===== config.mk =====
export PLATFORM = sky130hd
export DESIGN_NAME = cmfs_front
export DESIGN_NICKNAME = d
export VERILOG_FILES = /design/src/hdl/cmfs_pkg.sv /design/src/hdl/cmfs_front.sv
export SDC_FILE = /design/constraint.sdc
export NUM_CORES = 1
export LEC_CHECK = 0
export BUFFER_PORTS_ARGS = -buffer_cell sky130_fd_sc_hd__buf_2
export CORE_UTILIZATION = 35
export DETAILED_ROUTE_END_ITERATION = 12
export PLACE_DENSITY = 0.86
export RECOVER_POWER = 25
export REMOVE_ABC_BUFFERS = 1
export SYNTH_ARGS = -nofsm -noshare
export SYNTH_HDL_FRONTEND = slang
export SYNTH_SLANG_ARGS = --single-unit

===== constraint.sdc =====
create_clock -name vclk -period 1.9
set_clock_uncertainty 0.15 [all_clocks]
set_input_delay 0.095 -clock vclk [all_inputs]
set_output_delay 0.095 -clock vclk [all_outputs]
set_load 0.02 [all_outputs]

===== src/hdl/cmfs_pkg.sv =====
// ----------------------------------------------------------------------------
// cmfs_pkg: shared types and constants of the color memory LCD serializer
// Command codes, register indexes, queue depths and the item and result types.
// ----------------------------------------------------------------------------
package cmfs_pkg;

  localparam int DISPLAY_WIDTH_DEF  = 128;
  localparam int DISPLAY_HEIGHT_DEF = 128;

  // Widest panel allowed; sets the width of the byte column inside a line.
  localparam int WIDTH_MAX = 160;
  localparam int COL_W     = $clog2((3 * WIDTH_MAX + 7) / 8);

  localparam int CMDQ_DEPTH = 4;
  localparam int OUTQ_DEPTH = 4;

  localparam int CFG_IDX_W = 4;
  localparam logic [CFG_IDX_W-1:0] CFG_WRITE_CMD = 4'd0;
  localparam logic [CFG_IDX_W-1:0] CFG_CLEAR_CMD = 4'd1;

  localparam logic [2:0] CMD_DRAW  = 3'd0;
  localparam logic [2:0] CMD_CLEAR = 3'd1;
  localparam logic [2:0] CMD_START = 3'd2;
  localparam logic [2:0] CMD_SEND  = 3'd3;
  localparam logic [2:0] CMD_END   = 3'd4;
  localparam logic [2:0] CMD_FILL  = 3'd5;

  localparam logic [7:0] WRITE_CMD_RST = 8'd128;
  localparam logic [7:0] CLEAR_CMD_RST = 8'd32;

  // A classified command waiting for the back end.
  typedef struct packed {
    logic [2:0]       op;
    logic [7:0]       row;
    logic [COL_W-1:0] col;
    logic [2:0]       sh;
    logic [2:0]       color;
    logic [7:0]       fill;
  } item_t;

  // One byte for the display link.
  typedef struct packed {
    logic [7:0] data;
    logic       last;
  } res_t;

endpackage


===== src/hdl/cmfs_front.sv =====
// ----------------------------------------------------------------------------
// cmfs_front: command classifier
// Drops commands that do nothing and works out the pixel's byte and bit offset.
// ----------------------------------------------------------------------------
module cmfs_front #(
  parameter int DISPLAY_WIDTH  = cmfs_pkg::DISPLAY_WIDTH_DEF,
  parameter int DISPLAY_HEIGHT = cmfs_pkg::DISPLAY_HEIGHT_DEF
) (
  input  logic           in_push,
  input  logic           q_full,
  input  logic [2:0]     in_cmd,
  input  logic [7:0]     in_pos_x,
  input  logic [7:0]     in_pos_y,
  input  logic [2:0]     in_pixel_color,
  input  logic [7:0]     in_fill_byte,
  output logic           item_valid,
  output cmfs_pkg::item_t item
);

  import cmfs_pkg::*;

  logic [8:0] bit_pos;
  logic       x_ok, y_ok, useful;

  // Bit position 3x of the pixel within its line.
  assign bit_pos = {1'b0, in_pos_x} + {in_pos_x, 1'b0};
  assign x_ok    = ({1'b0, in_pos_x} < 9'(DISPLAY_WIDTH));
  assign y_ok    = ({1'b0, in_pos_y} < 9'(DISPLAY_HEIGHT));

  always_comb begin
    case (in_cmd) inside
      CMD_DRAW:                    useful = x_ok && y_ok;
      CMD_SEND, CMD_FILL:          useful = y_ok;
      CMD_CLEAR, CMD_START, CMD_END: useful = 1'b1;
      default:                     useful = 1'b0;
    endcase
  end

  assign item_valid = in_push && !q_full && useful;

  always_comb begin
    item.op    = in_cmd;
    item.row   = in_pos_y;
    item.col   = COL_W'(bit_pos[8:3]);
    item.sh    = bit_pos[2:0];
    item.color = in_pixel_color;
    item.fill  = in_fill_byte;
  end

endmodule


==> results of run 1 <==
==> per-layer routing <==
metal,part of all wire,vias up,global-route usage
met1,0.45,196,0.2019
met2,0.44,30,0.2143
met3,0.097,2,0.1087
li1,-,222,-
met4,0.011,0,0.02500
met5,0,-,0.04167
==> worst max-delay path, delay by kind of cell <==
kind,cells,cell delay (ns)
compound gates,2,0.25
mux,1,0.20
buf+inv,3,0.33
simple gates,2,0.21
fa+ha+maj,2,0.49
==> area by class of cell <==
class / instances / share of cell area
inverters: 7 / 0.04861
multi-input cells: 37 / 0.6389
well taps: 15 / 0.03472
repair buffers: 29 / 0.2778
==> per-stage QoR <==
stage	setup WS (ns)	setup TNS [ns]	std cells	hold slack, ns	power (mW)
global placement	0.01302	0	87	0.04026	0.1995
floorplan	0.2442	0	44	0.04000	0.1317
global route	0.0003960	0	88	0.04014	0.2387
CTS	0.02365	0	87	0.04026	0.2082
finish	0.08787	0	88	0.04017	0.2164
detailed placement	-0.04076	-0.04076	87	0.04026	0.2069
==> synth_stat cells <==
| cell | instances | area share |
|---|---|---|
| sky130_fd_sc_hd__nand2_1 | 1 | 0.0072 |
| sky130_fd_sc_hd__nor3_1 | 3 | 0.029 |
| sky130_fd_sc_hd__fa_1 | 1 | 0.038 |
| sky130_fd_sc_hd__o31ai_4 | 1 | 0.041 |
| sky130_fd_sc_hd__xnor2_1 | 3 | 0.050 |
| sky130_fd_sc_hd__mux2i_1 | 1 | 0.019 |
| sky130_fd_sc_hd__xor2_1 | 1 | 0.017 |
| sky130_fd_sc_hd__nor2b_1 | 2 | 0.024 |
| sky130_fd_sc_hd__a21o_1 | 3 | 0.043 |
| sky130_fd_sc_hd__a22oi_1 | 1 | 0.014 |
| sky130_fd_sc_hd__o21ai_0 | 2 | 0.019 |
| sky130_fd_sc_hd__a221oi_1 | 1 | 0.017 |
| sky130_fd_sc_hd__inv_1 | 7 | 0.050 |
| sky130_fd_sc_hd__nand3b_1 | 1 | 0.014 |
| sky130_fd_sc_hd__and3_1 | 1 | 0.012 |
| sky130_fd_sc_hd__a21oi_1 | 4 | 0.038 |
| sky130_fd_sc_hd__nor2_1 | 1 | 0.0072 |
| sky130_fd_sc_hd__buf_4 | 23 | 0.33 |
| sky130_fd_sc_hd__nand2b_1 | 1 | 0.012 |
| sky130_fd_sc_hd__o21ai_2 | 1 | 0.017 |
| sky130_fd_sc_hd__a41oi_2 | 1 | 0.031 |
| sky130_fd_sc_hd__ha_1 | 7 | 0.17 |
==> worst max-delay path by stage <==
stage                startpoint        to  slack, ns  cells past startpoint
finish              in_pos_x[1]  item[18]       0.09                     10
global route        in_pos_x[0]  item[18]     0.0004                     10
CTS                 in_pos_x[1]  item[18]       0.02                     10
detailed placement  in_pos_x[1]  item[18]      -0.04                     10
global placement    in_pos_x[1]  item[18]       0.01                     10
floorplan           in_pos_x[0]  item[18]       0.24                      8
==> repair_timing <==
action | CTS | global route
setup buffers | 0 | 1
hold buffers | 0 | 0
setup endpoints to repair | 1 | 1
pin swaps | 1 | 2
gates resized for setup | 1 | 6
==> power breakdown <==
group	switching, mW	leakage, nW	internal [mW]
sequential	0	0	0
clock	0	0	0
combinational	0.126	0.290	0.0904
==> cells by family (layout without fill, tap and decap cells) <==
| logic type | Yosys count | in the layout | synth area share |
|---|---|---|---|
| buffers and inverters | 30 | 36 | 0.3813 |
| xor gates and xnor gates | 4 | 4 | 0.06716 |
| and+or+nand+nor | 10 | 10 | 0.1055 |
| AOI/OAI and AO/OA | 14 | 14 | 0.2206 |
| adders and majority gates | 8 | 8 | 0.2062 |
| muxes | 1 | 1 | 0.01919 |
==> metrics.cfg, run 1 <==
[run_status]
outcome = finished, final reports clean

[worst_setup_path]
critical_path_arrival_ns = 1.57
max_stage_delay_ns = 0.36
critical_path_required_ns = 1.65
path_class = primary input to primary output
timing.critical_path.to_type = primary output
timing.critical_path.cells = buf_2 -> ha_4 -> inv_1 -> fa_2 -> nor2b_1 -> o21ai_2 -> a21oi_2 -> mux2i_1 -> nand2_1 -> buf_4
worst_setup_path_start_kind = primary input
critPathMaxFanout = 3
critical_path.slowest_cell = sky130_fd_sc_hd__fa_2

[cells_and_area]
finalInstanceArea_um2 = 540.5
final_common_cell = sky130_fd_sc_hd__buf_2
fillerInstances = 144
multi_input_area_um2 = 345.3
seqCellArea_um2 = 0
layout-area-overhead-vs-synth_pct = 3.597
proportion_of_layout_cells_with_a_drive_suffix_above_1 = 0.4932
n_antenna_cell = 0
n_sequential_cell = 0
layout_common_cells = sky130_fd_sc_hd__buf_2 (27), sky130_fd_sc_hd__inv_1 (7), sky130_fd_sc_hd__ha_1 (6)
fin_util = 0.4004
final_net_count = 115
layout.clock_buffers = 0

[place]
gp_routability_congestion = 0.7085
postPlaceCellArea_um2 = 508.0
detailed_place_hpwl_um = 1151
port_buffers = 28

[flow_run]
maxCapViolations = 0

[sta]
period_needed_ns = 1.812
grt_setup_unrepaired = false
layout_worst_path_cycle_share = 0.9538
hold_violations_final = 0
fmaxAchievable_mhz = 551.8
timing.slew.headroom = 0.8445
setup-violations-final = 0
tightest_pin_transition_ns = 0.2314
timing_max_transition_violations_final = 0

[global_route]
globalRouteTotalUtil = 0.1581
grt_max_degree = 6
grt_antenna_before_repair = 0
grt_pass1_wl_um = 1725
overflow = 0
number_of_global_route_vias_before_repair = 394

[synthesis]
avgSynthCellArea_um2 = 7.787
post_synth_instance_area_um2 = 521.8
syn_inst = 67
yosys_warnings = 0
yosys.cell_types.count = 22
synth.yosys.seq_area_share = 0

[floorplan]
boundaryPins = 64
initial_core_util = 0.3865
core-area_mm2 = 0.001350
floorplan.die_area_mm2 = 0.001649
die_w_um = 40.61
chipHeight_um = 40.61
fp-row-count = 13

[power_and_ir_drop]
power_per_cell_area_mw_per_mm2 = 400.3
p_leak_nw = 0.2898
vdd_ir_drop_max_v = 0.0001346

[route]
detailroute.via_count = 450
drt-total-wl_um = 1298
drtPass1Iterations = 3
remaining_drc_errors = 0
ant_nets = 0
initialDrtViolationCount = 4
detail_route.vias_per_cell = 5.114
wl_per_cell_um = 14.75

[min_path]
min_delay_worst_endpoint = item[0]
min_delay_path_depth = 0
holdCritStartpoint = in_fill_byte[0]
hold_class = primary input to primary output

Power figures use the tool's default switching activity.
==> run 2, diff against run 1 <==
- PLACE_DENSITY: 0.86 -> 0.93
==> run 2 against run 1 <==
Effect of this change: first-iteration DRC count is 75% higher; combinational power shrank 2%; critical endpoint unchanged; sequential share of layout area did not move; highest routed layer is now met3; worst hold slack barely moved; sequential cell count stayed put.
==> metrics.cfg, run 2 (synthesis results as in run 1) <==
[worst_setup_path]
critical_path_arrival_ns = 1.59  ; +0.02 ns
critPathMaxFanout = 3  ; unchanged
worst_setup_path_start_kind = primary input
timing.critical_path.cells = buf_2 -> ha_2 -> inv_1 -> fa_2 -> nor2b_1 -> o21ai_2 -> a21oi_2 -> mux2i_1 -> nand2_1 -> buf_4
timing.critical_path.to_type = primary output
path_class = primary input to primary output
timing.critical_path.buf_inv = 3  ; unchanged
critical_path_required_ns = 1.65  ; about the same
max_stage_delay_ns = 0.33  ; -0.03 ns
worst_path_dominant_cell_family = adder cells
critical_path.slowest_cell = sky130_fd_sc_hd__fa_2

[route]
drt-total-wl_um = 1280  ; -1.4%
initialDrtViolationCount = 7  ; +3
ant_nets = 0  ; unchanged
wl_per_cell_um = 14.55  ; -1.4%
detailroute.via_count = 449  ; -0.22%
remaining_drc_errors = 0  ; unchanged
drtPass1Iterations = 6  ; +3
detail_route.vias_per_cell = 5.102  ; -0.22%

[global_route]
overflow = 0  ; unchanged
grt_max_degree = 6  ; unchanged
number_of_global_route_vias_before_repair = 358  ; -9.1%
grt_pass1_wl_um = 1559  ; -9.6%
globalRouteTotalUtil = 0.1390  ; -0.01906
grt_antenna_before_repair = 0  ; unchanged

[floorplan]
core-area_mm2 = 0.001350  ; unchanged
fp-row-count = 13  ; unchanged
floorplan.die_area_mm2 = 0.001649  ; unchanged
boundaryPins = 64  ; unchanged
chipHeight_um = 40.61  ; unchanged
initial_core_util = 0.3865  ; unchanged
die_w_um = 40.61  ; unchanged

[sta]
hold_violations_final = 0  ; unchanged
timing.slew.headroom = 0.8287  ; -0.01580
final.hold.worst_slack_ns = 0.04019  ; +0.00001310 ns
layout_worst_path_cycle_share = 0.9636  ; +0.009847
setup_slack_ns = 0.06916  ; -0.01871 ns
tightest_pin_transition_ns = 0.2550  ; +0.02352 ns
setup_total_negative_slack_ns = 0  ; unchanged
setup-violations-final = 0  ; unchanged
period_needed_ns = 1.831  ; +0.01871 ns
timing_max_transition_violations_final = 0  ; unchanged
fmaxAchievable_mhz = 546.2  ; -1.0%

[cells_and_area]
final_common_cell = sky130_fd_sc_hd__buf_2
proportion_of_layout_cells_with_a_drive_suffix_above_1 = 0.4932  ; unchanged
layout-area-overhead-vs-synth_pct = 1.679
layout_common_cells = sky130_fd_sc_hd__buf_2 (27), sky130_fd_sc_hd__inv_1 (7), sky130_fd_sc_hd__ha_1 (6)
number_of_non_filler_instances_in_the_completed_layout = 88  ; unchanged
seqCellArea_um2 = 0  ; unchanged
final_net_count = 115  ; unchanged
layout.clock_buffers = 0  ; unchanged
fillerInstances = 150  ; +4.2%
n_antenna_cell = 0  ; unchanged
n_sequential_cell = 0  ; unchanged
multi_input_area_um2 = 335.3  ; -2.9%

[run_status]
outcome = finished, final reports clean

[power_and_ir_drop]
vdd_ir_drop_max_v = 0.0001387  ; +3.0%
p_leak_nw = 0.2881  ; -0.58%
power_per_cell_area_mw_per_mm2 = 400.1  ; about the same
power_uw = 212.2  ; -1.9%

[place]
gp_routability_congestion = 0.7376  ; +4.1%
port_buffers = 28  ; unchanged
dp.cells = 88  ; +1.1%
place_worst_setup_slack_ns = -0.008314  ; +0.03245 ns
detailed_place_hpwl_um = 1094  ; -5.0%

[clocking]
post_cts_hold_buffer_count = 0  ; unchanged

[min_path]
hold_class = primary input to primary output

[flow_run]
maxCapViolations = 0  ; unchanged

[run 2: repair_timing]
item,4_1_cts,5_1_grt
setup buffers,0,0
gates resized for setup,3,3
endpoints found under the setup margin,1,1
pin swaps,1,1
[run 2: routing by layer]
layer | track usage | vias to the layer above | share of wire
met2 | 0.1627 | 33 | 0.43
met1 | 0.1891 | 199 | 0.45
li1 | - | 217 | -
met3 | 0.1250 | 0 | 0.12
met4 | 0 | 0 | 0
met5 | 0.04167 | - | 0
[run 2: worst paths after layout]
path | from | endpoint | slack, ns | cells after the start
min | in_pixel_color[2] | item[10] | 0.04 | 0
max | in_pos_x[1] | item[18] | 0.07 | 10
[run 2: stage by stage]
| stage | cell area [um^2] | utilization |
|---|---|---|
| finish | 530.5 | 0.3930 |
| floorplan | 349.1 | - |
| detailed placement | 515.5 | 0.3818 |
| CTS | 520.5 | 0.3855 |
| global placement | 515.5 | 0.3818 |
| global route | 530.5 | 0.3930 |
[run 2: report_power, final]
part / internal (mW) / switching, mW
combinational: 0.0886 / 0.124
clock: 0 / 0
sequential: 0 / 0
[run 2: layout make-up]
| type | count | area share |
|---|---|---|
| inverters | 7 | 0.04953 |
| multi-input cells | 37 | 0.6321 |
| repair buffers | 29 | 0.2830 |
| well taps | 15 | 0.03538 |
