<file path="config.mk">
export PLATFORM = sky130hd
export DESIGN_NAME = cmfs_queue
export DESIGN_NICKNAME = d
export VERILOG_FILES = /design/src/hdl/cmfs_queue.sv
export SDC_FILE = /design/constraint.sdc
export NUM_CORES = 1
export LEC_CHECK = 0
export BUFFER_PORTS_ARGS = -buffer_cell sky130_fd_sc_hd__buf_2
export CORE_MARGIN = 2
export CORE_UTILIZATION = 40
export DETAILED_ROUTE_END_ITERATION = 8
export GPL_TIMING_DRIVEN = 1
export MAX_ROUTING_LAYER = met4
export PLACE_DENSITY = 0.71
export SLEW_MARGIN = 20
export SYNTH_ARGS = -nofsm -noshare
export SYNTH_HDL_FRONTEND = slang
export SYNTH_SLANG_ARGS = --single-unit
export TNS_END_PERCENT = 100
</file>
<file path="constraint.sdc">
create_clock -name clk -period 2.3 [get_ports clk]
set_input_delay 0.345 -clock clk [delete_from_list [all_inputs] [get_ports clk]]
set_output_delay 0.345 -clock clk [all_outputs]
set_load 0.1 [all_outputs]
</file>
<file path="src/hdl/cmfs_queue.sv">
// ----------------------------------------------------------------------------
// cmfs_queue: small synchronous FIFO
// Register-based queue with a fill level; DEPTH must be a power of two.
// ----------------------------------------------------------------------------
module cmfs_queue #(
  parameter int WIDTH = 8,
  parameter int DEPTH = 4
) (
  input  logic                       clk,
  input  logic                       rst_n,
  input  logic                       wr_en,
  input  logic [WIDTH-1:0]           din,
  output logic                       full,
  input  logic                       rd_en,
  output logic [WIDTH-1:0]           dout,
  output logic                       empty,
  output logic [$clog2(DEPTH+1)-1:0] level
);

  localparam int PTR_W = (DEPTH > 1) ? $clog2(DEPTH) : 1;
  localparam int LVL_W = $clog2(DEPTH + 1);

  logic [WIDTH-1:0] mem_r [DEPTH];
  logic [PTR_W-1:0] wr_ptr_r, wr_ptr_nxt;
  logic [PTR_W-1:0] rd_ptr_r, rd_ptr_nxt;
  logic [LVL_W-1:0] level_r, level_nxt;
  logic             do_wr, do_rd;

  assign full  = (level_r == LVL_W'(DEPTH));
  assign empty = (level_r == '0);
  assign level = level_r;
  assign dout  = mem_r[rd_ptr_r];

  assign do_wr = wr_en && !full;
  assign do_rd = rd_en && !empty;

  always_comb begin
    wr_ptr_nxt = do_wr ? wr_ptr_r + PTR_W'(1) : wr_ptr_r;
    rd_ptr_nxt = do_rd ? rd_ptr_r + PTR_W'(1) : rd_ptr_r;
    level_nxt  = level_r + LVL_W'(do_wr) - LVL_W'(do_rd);
  end

  always_ff @(posedge clk) begin
    if (!rst_n) begin
      wr_ptr_r <= '0;
      rd_ptr_r <= '0;
      level_r  <= '0;
    end else begin
      wr_ptr_r <= wr_ptr_nxt;
      rd_ptr_r <= rd_ptr_nxt;
      level_r  <= level_nxt;
    end
  end

  always_ff @(posedge clk) begin
    if (do_wr) begin
      mem_r[wr_ptr_r] <= din;
    end
  end

endmodule

</file>
==> results.sh, run 1 <==
export IMPL_outcome="finished clean"
export IMPL_postSynthCellCount=93
export IMPL_die_w_um=68.1
export IMPL_clk_transition_reported_paths_ns=0.07
export IMPL_timing_critical_path_to="level[2]$_SDFF_PN0_"
export IMPL_synthesis_nets=112
export IMPL_critical_path_max_stage_delay_ns=0.36
export IMPL_number_of_vias_per_cell_after_detailed_routing=4.89
export IMPL_port_buffer_count=24
export IMPL_setup_worst_path_end_class="flop"
export IMPL_hold_viol_final=0
export IMPL_track_usage_pct=13.0
export IMPL_crit_reg2reg_capture="level[2]$_SDFF_PN0_"
export IMPL_h_tree_depth=2
export IMPL_worst_slew_margin_rel_pct=67.6
export IMPL_dp_hpwl_um=1810
export IMPL_fin_crit_sh_pct=88.9
export IMPL_critPathLaunchType="flop"
export IMPL_antenna_found_initial=0
export IMPL_first_global_vias=882
export IMPL_critPathRequiredTime_ns=2.48
export IMPL_cts_tree="done"
export IMPL_rows=23
export IMPL_slew_viol_final=0
export IMPL_drt_iter0_drc=52
export IMPL_yosys_register_bits=41
export IMPL_cell_mode_on_critical_path="xnor2_1"
export IMPL_holdCritPathClass="in -> reg"
export IMPL_r2r_setup_slack_ns=0.25
export IMPL_synth_async_sr_flop_share_pct=0
export IMPL_routed_wire_length_per_instance_um=14.5
export IMPL_holdBufCountCts=0
export IMPL_timing_critical_path_fanout_max=4
export IMPL_grtUsageMet2_pct=21.6
export IMPL_proportion_of_synthesized_chip_area_in_sequential_cells_pct=69.5
export IMPL_worstReg2RegStart="level[2]$_SDFF_PN0_"
export IMPL_yosys_cell_types_count=20
export IMPL_number_of_top_level_design_ports=25
export IMPL_cts_root_buffer="clkbuf_8"
export IMPL_ff2ff_path_depth=10
export IMPL_num_antenna_cells=0
export IMPL_critical_path_class="reg -> reg"
export IMPL_ctsResizeCount=0
export IMPL_layout_area_overhead_vs_synth_pct=18.4
export IMPL_num_vias=841
export IMPL_worst_ep_arrival_time_ns=2.22
export IMPL_synth_top_flop_cell="edfxtp_1"
export IMPL_final_cell_area_mm2=0.00194
export IMPL_final_nets=141
export IMPL_achievable_frequency_ghz=0.489
export IMPL_syn_cell_area_mm2=0.00164
export IMPL_final_period_minus_worst_setup_slack_ns=2.05
export IMPL_path_cells="nor3b_4, nor2b_1, inv_2, ha_1, inv_1, ha_2, fa_2, xnor2_1, xnor2_1, and2_1"
export IMPL_postSynthAreaPerCell_um2=17.7
export IMPL_floorplan_initialDensity_pct=41.3
export IMPL_critical_path_startpoint="level[2]$_SDFF_PN0_"
export IMPL_chipHeight_um=68.1
export IMPL_timing_clock_skew_ns=0.00309
export IMPL_post_route_cells_drive_above_1_share_pct=40.2
export IMPL_warnings_synthesis=0
export IMPL_clk_insertion_delay_late_ns=0.28
export IMPL_grt_max_degree=13
export IMPL_route_detailed_drc=0
export IMPL_drt_first_pass_iters=4
export IMPL_worst_pin_slew_ns=0.489
export IMPL_core_region_area_mm2=0.00397
export IMPL_max_cap_violations=0
export IMPL_cts_path_max_buffers=2
export IMPL_wire_length_of_the_first_global_routing_pass_um=4070
export IMPL_setup_tns_ns=0
export IMPL_die_area_mm2=0.00463
export IMPL_groute_layer_met3_usage_pct=5.59
export IMPL_gp_congestion=0.785
export IMPL_finalWirelength_um=2490
export IMPL_postPlaceCellArea_mm2=0.00184
export IMPL_setup_viol=0
export IMPL_use_met1_pct=13.9
export IMPL_gr_total_overflow=0
export IMPL_critical_path_slowest_cell="dfxtp_4"
export IMPL_synth_edff_count=32
export IMPL_rsz0062_at_grt="false"
export IMPL_clock_sink_total=41
export IMPL_post_cts_setup_buffers=0
export IMPL_number_of_buffers_created_by_cts=5
export IMPL_grt_busiest_layer="met2"
export IMPL_ant_nets=0
## cell usage in the layout, fill, tap and decap left out, types with 3 or more instances in the layout
cell type and n:
and2_1 7, buf_2 24, clkbuf_8 5, dfxtp_1 6
edfxtp_1 32, ha_1 5, inv_1 5, mux4_2 8
nand2_1 6, o21ai_0 3
## synth_stat cells (all sizes together), types with 2 or more instances
cell type / instances / area share (%)
edfxtp: 32 / 59
dfxtp: 9 / 11
mux4: 8 / 11
and2: 7 / 2.7
ha: 6 / 4.6
inv: 6 / 1.4
nand2: 6 / 1.4
o21ai: 3 / 0.91
buf: 2 / 0.99
clkbuf: 2 / 0.46
mux2i: 2 / 1.2
nor2b: 2 / 0.76
xnor2: 2 / 1.1
## worst max-delay path, delay by kind of cell, from the launching register on
kind | cells | cell delay, ns
XOR/XNOR | 2 | 0.26
adder cells (fa/ha/maj) | 3 | 0.76
buffers and inverters | 2 | 0.08
flip-flops | 1 | 0.36
AND/OR/NAND/NOR | 3 | 0.47
## cell families after synthesis
family	synth area share, %
compound gates	1.37
xor+xnor	1.07
fa+ha+maj	5.79
buf+inv	2.82
flops	69.5
mux	12.2
simple gates	7.24
## flip-flops by register name, summed over array words and instances, names as in the netlist, named ones only
register and cells:
mem_r 32, level 3, rd_ptr_r 2, wr_ptr_r 2
## area by class of cell
class	instances	area, um2
tap	50	62.6
clock buffer	5	68.8
timing repair buffer	26	135
fill	342	2030
multi-input combinational	42	472
sequential	41	1150
clock inverter	2	35.0
inverter	6	22.5
## worst min path at each step
stage	from	depth (start not counted)	end	slack, ns
final	din[4]	1	mem_r[3][4]$_DFFE_PP_	0.27
after global routing	din[2]	1	mem_r[2][2]$_DFFE_PP_	0.26
after CTS	din[6]	1	mem_r[0][6]$_DFFE_PP_	0.26
after detailed placement	rd_ptr_r[1]$_SDFFE_PN0P_	2	rd_ptr_r[1]$_SDFFE_PN0P_	0.49
after global placement	rd_ptr_r[1]$_SDFFE_PN0P_	2	flop	0.47
after floorplan	din[0]	0	mem_r[0][0]$_DFFE_PP_	0.44
## stage by stage
stage / utilization [%] / hold WS (ns) / worst slack, ns / instances
CTS: 48.9 / 0.263 / 0.226 / 172
finish: 48.9 / 0.270 / 0.255 / 172
global placement: 46.3 / 0.473 / 0.303 / 165
floorplan: - / 0.444 / -0.660 / 93
detailed placement: 46.3 / 0.488 / 0.239 / 165
global route: 48.9 / 0.257 / 0.122 / 172
## routing by layer
layer | vias to the layer above | wire [um]
li1 | 398 | -
met1 | 416 | 965
met2 | 23 | 1340
met3 | 4 | 156
met4 | 0 | 34
met5 | - | 0
Power of run 1 is left out: the tool's default activity adds up to more than one toggle a clock period on the data nets, which glitch-free logic cannot reach.
==> run 2: changes to the inputs <==
--- a/config.mk
+++ b/config.mk
@@ -9,8 +9,6 @@
 export CORE_MARGIN = 2
 export CORE_UTILIZATION = 40
 export DETAILED_ROUTE_END_ITERATION = 8
-export GPL_TIMING_DRIVEN = 1
-export MAX_ROUTING_LAYER = met4
 export PLACE_DENSITY = 0.71
 export SLEW_MARGIN = 20
 export SYNTH_ARGS = -nofsm -noshare
==> results.sh, run 2 (synthesis gave the netlist of run 1 again) <==
export IMPL_outcome="finished clean"
export IMPL_worst_slew_margin_rel_pct=67.6
export IMPL_rows=23
export IMPL_track_usage_pct=12.8
export IMPL_worstReg2RegStart="level[2]$_SDFF_PN0_"
export IMPL_rsz0062_at_grt="false"
export IMPL_cts_path_max_buffers=2
export IMPL_worst_pin_slew_ns=0.489
export IMPL_slew_viol_final=0
export IMPL_achievable_frequency_ghz=0.489
export IMPL_crit_reg2reg_capture="level[2]$_SDFF_PN0_"
export IMPL_setup_worst_path_end_class="flop"
export IMPL_setup_viol=0
export IMPL_r2r_setup_slack_ns=0.25
export IMPL_timing_critical_path_fanout_max=4
export IMPL_clock_sink_total=41
export IMPL_ff2ff_path_depth=10
export IMPL_critical_path_max_stage_delay_ns=0.36
export IMPL_path_cells="nor3b_4, nor2b_1, inv_2, ha_1, inv_1, ha_2, fa_2, xnor2_1, xnor2_1, and2_1"
export IMPL_final_nets=141
export IMPL_mostFrequentLayoutCell="edfxtp_1"
export IMPL_wire_length_of_the_first_global_routing_pass_um=4070
export IMPL_finalWirelength_um=2520
export IMPL_route_detailed_drc=0
export IMPL_cp_num_buf_inv=2
export IMPL_min_path_cells=1
export IMPL_chipHeight_um=68.1
export IMPL_floorplan_initialDensity_pct=41.3
export IMPL_h_tree_depth=2
export IMPL_post_route_cells_drive_above_1_share_pct=40.2
export IMPL_post_cts_setup_buffers=0
export IMPL_gr_total_overflow=0
export IMPL_final_period_minus_worst_setup_slack_ns=2.05
export IMPL_worst_ep_arrival_time_ns=2.23
export IMPL_num_antenna_cells=0
export IMPL_number_of_buffers_created_by_cts=5
export IMPL_final_cell_mix="32 x edfxtp_1, 24 x buf_2, 8 x mux4_2"
export IMPL_holdBufCountCts=0
export IMPL_critPathLaunchType="flop"
export IMPL_cts_tree="done"
export IMPL_ctsResizeCount=0
export IMPL_core_region_area_mm2=0.00397
export IMPL_first_global_vias=890
export IMPL_grt_max_degree=13
export IMPL_routed_wire_length_per_instance_um=14.6
export IMPL_timing_clock_skew_ns=0.00402
export IMPL_layout_area_overhead_vs_synth_pct=18.4
export IMPL_registers_top_by_ff_count="mem_r"
export IMPL_max_cap_violations=0
export IMPL_critical_path_slowest_cell="dfxtp_4"
export IMPL_dp_hpwl_um=1810
export IMPL_min_delay_worst_endpoint="mem_r[3][4]$_DFFE_PP_"
export IMPL_hold_start="din[4]"
export IMPL_port_buffer_count=24
export IMPL_cts_root_buffer="clkbuf_8"
export IMPL_fill_cells=342
export IMPL_number_of_vias_per_cell_after_detailed_routing=4.84
export IMPL_gp_congestion=0.775
export IMPL_number_of_top_level_design_ports=25
export IMPL_place_ws_ns=0.239
export IMPL_cell_mode_on_critical_path="xnor2_1"
export IMPL_critical_path_top_delay_family="adder cells"
export IMPL_critical_path_class="reg -> reg"
export IMPL_clk_transition_reported_paths_ns=0.07
export IMPL_critPathRequiredTime_ns=2.48
export IMPL_timing_final_ws_setup_ns=0.254
export IMPL_num_vias=833
export IMPL_ant_nets=0
export IMPL_hold_viol_final=0
export IMPL_fin_crit_sh_pct=88.9
export IMPL_flip_flop_count_of_the_largest_register_after_layout=32
export IMPL_die_area_mm2=0.00463
export IMPL_drt_iter0_drc=52
export IMPL_antenna_found_initial=0
export IMPL_holdCritPathClass="in -> reg"
export IMPL_clk_insertion_delay_late_ns=0.29
export IMPL_critical_path_startpoint="level[2]$_SDFF_PN0_"
export IMPL_drt_first_pass_iters=4
export IMPL_die_w_um=68.1
## run 2: how the worst max path moves through the flow
stage	end	slack, ns	cells past startpoint
2_1_floorplan	level[2]$_SDFF_PN0_	-0.66	11
3_3_place_gp	level[2]$_SDFF_PN0_	0.30	10
3_5_place_dp	level[2]$_SDFF_PN0_	0.24	10
4_1_cts	level[2]$_SDFF_PN0_	0.23	10
5_1_grt	level[2]$_SDFF_PN0_	0.12	9
6_report	level[2]$_SDFF_PN0_	0.25	10
## run 2: cell type report
type / count / area [um2] / area share [%]
sequential: 41 / 1150 / 59.0
multi-input combinational: 42 / 472 / 24.3
timing repair buffer: 26 / 135 / 6.95
clock buffer: 5 / 68.8 / 3.54
tap: 50 / 62.6 / 3.22
clock inverter: 2 / 35.0 / 1.80
inverter: 6 / 22.5 / 1.16
## run 2: per-stage QoR
step | utilization [%] | instance area, um2 | hold slack [ns] | setup TNS (ns) | cells
floorplan | - | 1670 | 0.444 | -1.54 | 93
global placement | 46.3 | 1840 | 0.473 | 0 | 165
detailed placement | 46.3 | 1840 | 0.488 | 0 | 165
CTS | 48.9 | 1940 | 0.263 | 0 | 172
global route | 48.9 | 1940 | 0.254 | 0 | 172
finish | 48.9 | 1940 | 0.267 | 0 | 172
## run 2: layer usage
metal	up-vias	global-route usage [%]	part of all wire [%]
li1	397	-	-
met1	409	13.9	40
met2	24	21.6	52
met3	3	6.09	6.5
met4	0	4.50	1.3
met5	-	0	0
## run 2: worst register-to-register path, stage by stage, from the launching register on
cell     delay [ns]
dfxtp_4        0.36
nor3b_4        0.15
nor2b_1        0.17
inv_2          0.04
ha_1           0.27
inv_1          0.04
ha_2           0.16
fa_2           0.33
xnor2_1        0.14
xnor2_1        0.12
and2_1         0.15
Power of run 2 is left out for the same reason.
==> run 3: changes to the inputs <==
--- a/config.mk
+++ b/config.mk
@@ -6,10 +6,14 @@
 export NUM_CORES = 1
 export LEC_CHECK = 0
 export BUFFER_PORTS_ARGS = -buffer_cell sky130_fd_sc_hd__buf_2
+export CELL_PAD_IN_SITES_DETAIL_PLACEMENT = 1
+export CELL_PAD_IN_SITES_GLOBAL_PLACEMENT = 2
 export CORE_MARGIN = 2
 export CORE_UTILIZATION = 40
+export CTS_CLUSTER_SIZE = 40
 export DETAILED_ROUTE_END_ITERATION = 8
-export PLACE_DENSITY = 0.71
+export PLACE_DENSITY = 0.88
+export SETUP_SLACK_MARGIN = 0.2
 export SLEW_MARGIN = 20
 export SYNTH_ARGS = -nofsm -noshare
 export SYNTH_HDL_FRONTEND = slang
==> results.sh, run 3 (synthesis gave the netlist of run 1 again) <==
export IMPL_drt_iter0_drc=47
export IMPL_worst_pin_slew_ns=0.491
export IMPL_placed_cells=165
export IMPL_route_detailed_drc=0
export IMPL_dp_hpwl_um=2100
export IMPL_track_usage_pct=14.8
export IMPL_fill_cells=390
export IMPL_ant_nets=0
export IMPL_critical_path_startpoint="level[1]$_SDFF_PN0_"
export IMPL_clock_sink_total=41
export IMPL_critical_path_slowest_cell="dfxtp_4"
export IMPL_flip_flop_count_of_the_largest_register_after_layout=32
export IMPL_cts_root_buffer="clkbuf_8"
export IMPL_final_nets=142
export IMPL_setup_worst_path_end_class="flop"
export IMPL_critical_path_top_delay_family="adder cells"
export IMPL_die_w_um=68.1
export IMPL_path_cells="nor3_4, nor2b_2, ha_1, inv_1, ha_2, fa_2, xnor2_1, xnor2_1, and2_1"
export IMPL_gr_total_overflow=0
export IMPL_setup_tns_ns=0
export IMPL_worstReg2RegStart="level[1]$_SDFF_PN0_"
export IMPL_setup_viol=0
export IMPL_crit_reg2reg_capture="level[2]$_SDFF_PN0_"
export IMPL_achievable_frequency_ghz=0.488
export IMPL_crit_cells=9
export IMPL_mostFrequentLayoutCell="edfxtp_1"
export IMPL_timing_critical_path_fanout_max=5
export IMPL_holdCritPathClass="in -> reg"
export IMPL_num_antenna_cells=0
export IMPL_critical_path_class="reg -> reg"
export IMPL_hold_start="din[4]"
export IMPL_slew_viol_final=0
export IMPL_drt_first_pass_iters=4
export IMPL_clk_transition_reported_paths_ns=0.07
export IMPL_core_region_area_mm2=0.00397
export IMPL_critical_path_max_stage_delay_ns=0.37
export IMPL_layout_area_overhead_vs_synth_pct=19.7
export IMPL_critPathLaunchType="flop"
export IMPL_number_of_buffers_created_by_cts=5
export IMPL_ff2ff_path_depth=9
export IMPL_routed_wire_length_per_instance_um=16.3
export IMPL_first_global_vias=955
export IMPL_worst_ep_arrival_time_ns=2.23
export IMPL_rows=23
export IMPL_timing_clock_skew_ns=0.00602
export IMPL_worst_slew_margin_rel_pct=67.5
export IMPL_port_buffer_count=24
export IMPL_cp_num_buf_inv=1
export IMPL_cts_tree="done"
export IMPL_cell_mode_on_critical_path="xnor2_1"
export IMPL_number_of_vias_per_cell_after_detailed_routing=4.93
export IMPL_fin_crit_sh_pct=89.0
export IMPL_max_cap_violations=0
export IMPL_outcome="finished clean"
export IMPL_chipHeight_um=68.1
export IMPL_layout_cells_non_filler=174
export IMPL_clk_insertion_delay_late_ns=0.29
export IMPL_critPathRequiredTime_ns=2.49
export IMPL_grt_max_degree=13
export IMPL_registers_top_by_ff_count="mem_r"
export IMPL_wire_length_of_the_first_global_routing_pass_um=4690
export IMPL_die_area_mm2=0.00463
export IMPL_floorplan_initialDensity_pct=41.3
export IMPL_h_tree_depth=2
export IMPL_finalWirelength_um=2840
export IMPL_cts_path_max_buffers=2
export IMPL_hold_viol_final=0
export IMPL_timing_critical_path_to="level[2]$_SDFF_PN0_"
export IMPL_num_vias=857
export IMPL_gp_congestion=0.739
export IMPL_r2r_setup_slack_ns=0.25
export IMPL_final_period_minus_worst_setup_slack_ns=2.05
export IMPL_post_route_cells_drive_above_1_share_pct=44.4
export IMPL_final_cell_mix="32 x edfxtp_1, 24 x buf_2, 8 x mux4_2"
export IMPL_rsz0062_at_grt="true"
export IMPL_antenna_found_initial=0
export IMPL_number_of_top_level_design_ports=25
## run 3: cell count changes in the layout (fill, tap and decap cells not counted), moves of 2 or more
| cell | previous run | this run |
|---|---|---|
| nor2b_1 | 2 | 0 |
| and2_2 | 0 | 4 |
| nor2b_2 | 0 | 2 |
| and2_1 | 7 | 3 |
## run 3: per-layer routing
metal / vias to the layer above / part of all wire [%] / GRT usage (%)
li1: 401 / - / -
met1: 424 / 39 / 16.1
met2: 26 / 53 / 26.1
met3: 6 / 6.5 / 5.76
met4: 0 / 1.4 / 5.25
met5: - / 0 / 0
## run 3: layout make-up
| cell class | count | area, um2 | share of cell area (%) |
|---|---|---|---|
| flip-flops and latches | 41 | 1150 | 58.5 |
| multi-input cells | 42 | 482 | 24.5 |
| clock buffers | 6 | 72.6 | 3.69 |
| repair buffers | 27 | 143 | 7.26 |
| clock inverters | 2 | 33.8 | 1.72 |
| inverters | 6 | 22.5 | 1.15 |
| well taps | 50 | 62.6 | 3.18 |
## run 3: worst reg2reg max path, delay by kind of cell, from the launching register on
family,cells,cell delay (ns)
buffers and inverters,1,0.04
and+or+nand+nor,3,0.50
DFF,1,0.37
xor gates and xnor gates,2,0.26
adders and majority gates,3,0.77
## run 3: worst min-delay path by stage
stage                                     endpoint  slack (ns)  cells past startpoint
after floorplan              mem_r[0][0]$_DFFE_PP_        0.44                      0
after global placement    rd_ptr_r[0]$_SDFFE_PN0P_        0.48                      2
after detailed placement  rd_ptr_r[1]$_SDFFE_PN0P_        0.50                      2
after CTS                    mem_r[2][4]$_DFFE_PP_        0.26                      1
after global routing         mem_r[0][4]$_DFFE_PP_        0.26                      1
final                        mem_r[3][4]$_DFFE_PP_        0.27                      1
## run 3: repair_timing
action	CTS	global route
setup buffers	0	1
endpoints found under the setup margin	0	1
endpoints found under the hold margin	0	0
hold buffers	0	0
resized for setup	0	3
## run 3: through the flow
stage	util, %	setup slack (ns)	cell area, um2	hold WS [ns]
final	49.5	0.253	1970	0.270
after global routing	49.5	0.166	1970	0.263
after CTS	49.1	0.222	1950	0.261
after detailed placement	46.4	0.238	1840	0.499
after global placement	46.4	0.305	1840	0.476
after floorplan	-	-0.660	1670	0.444
Power of run 3 is left out for the same reason.
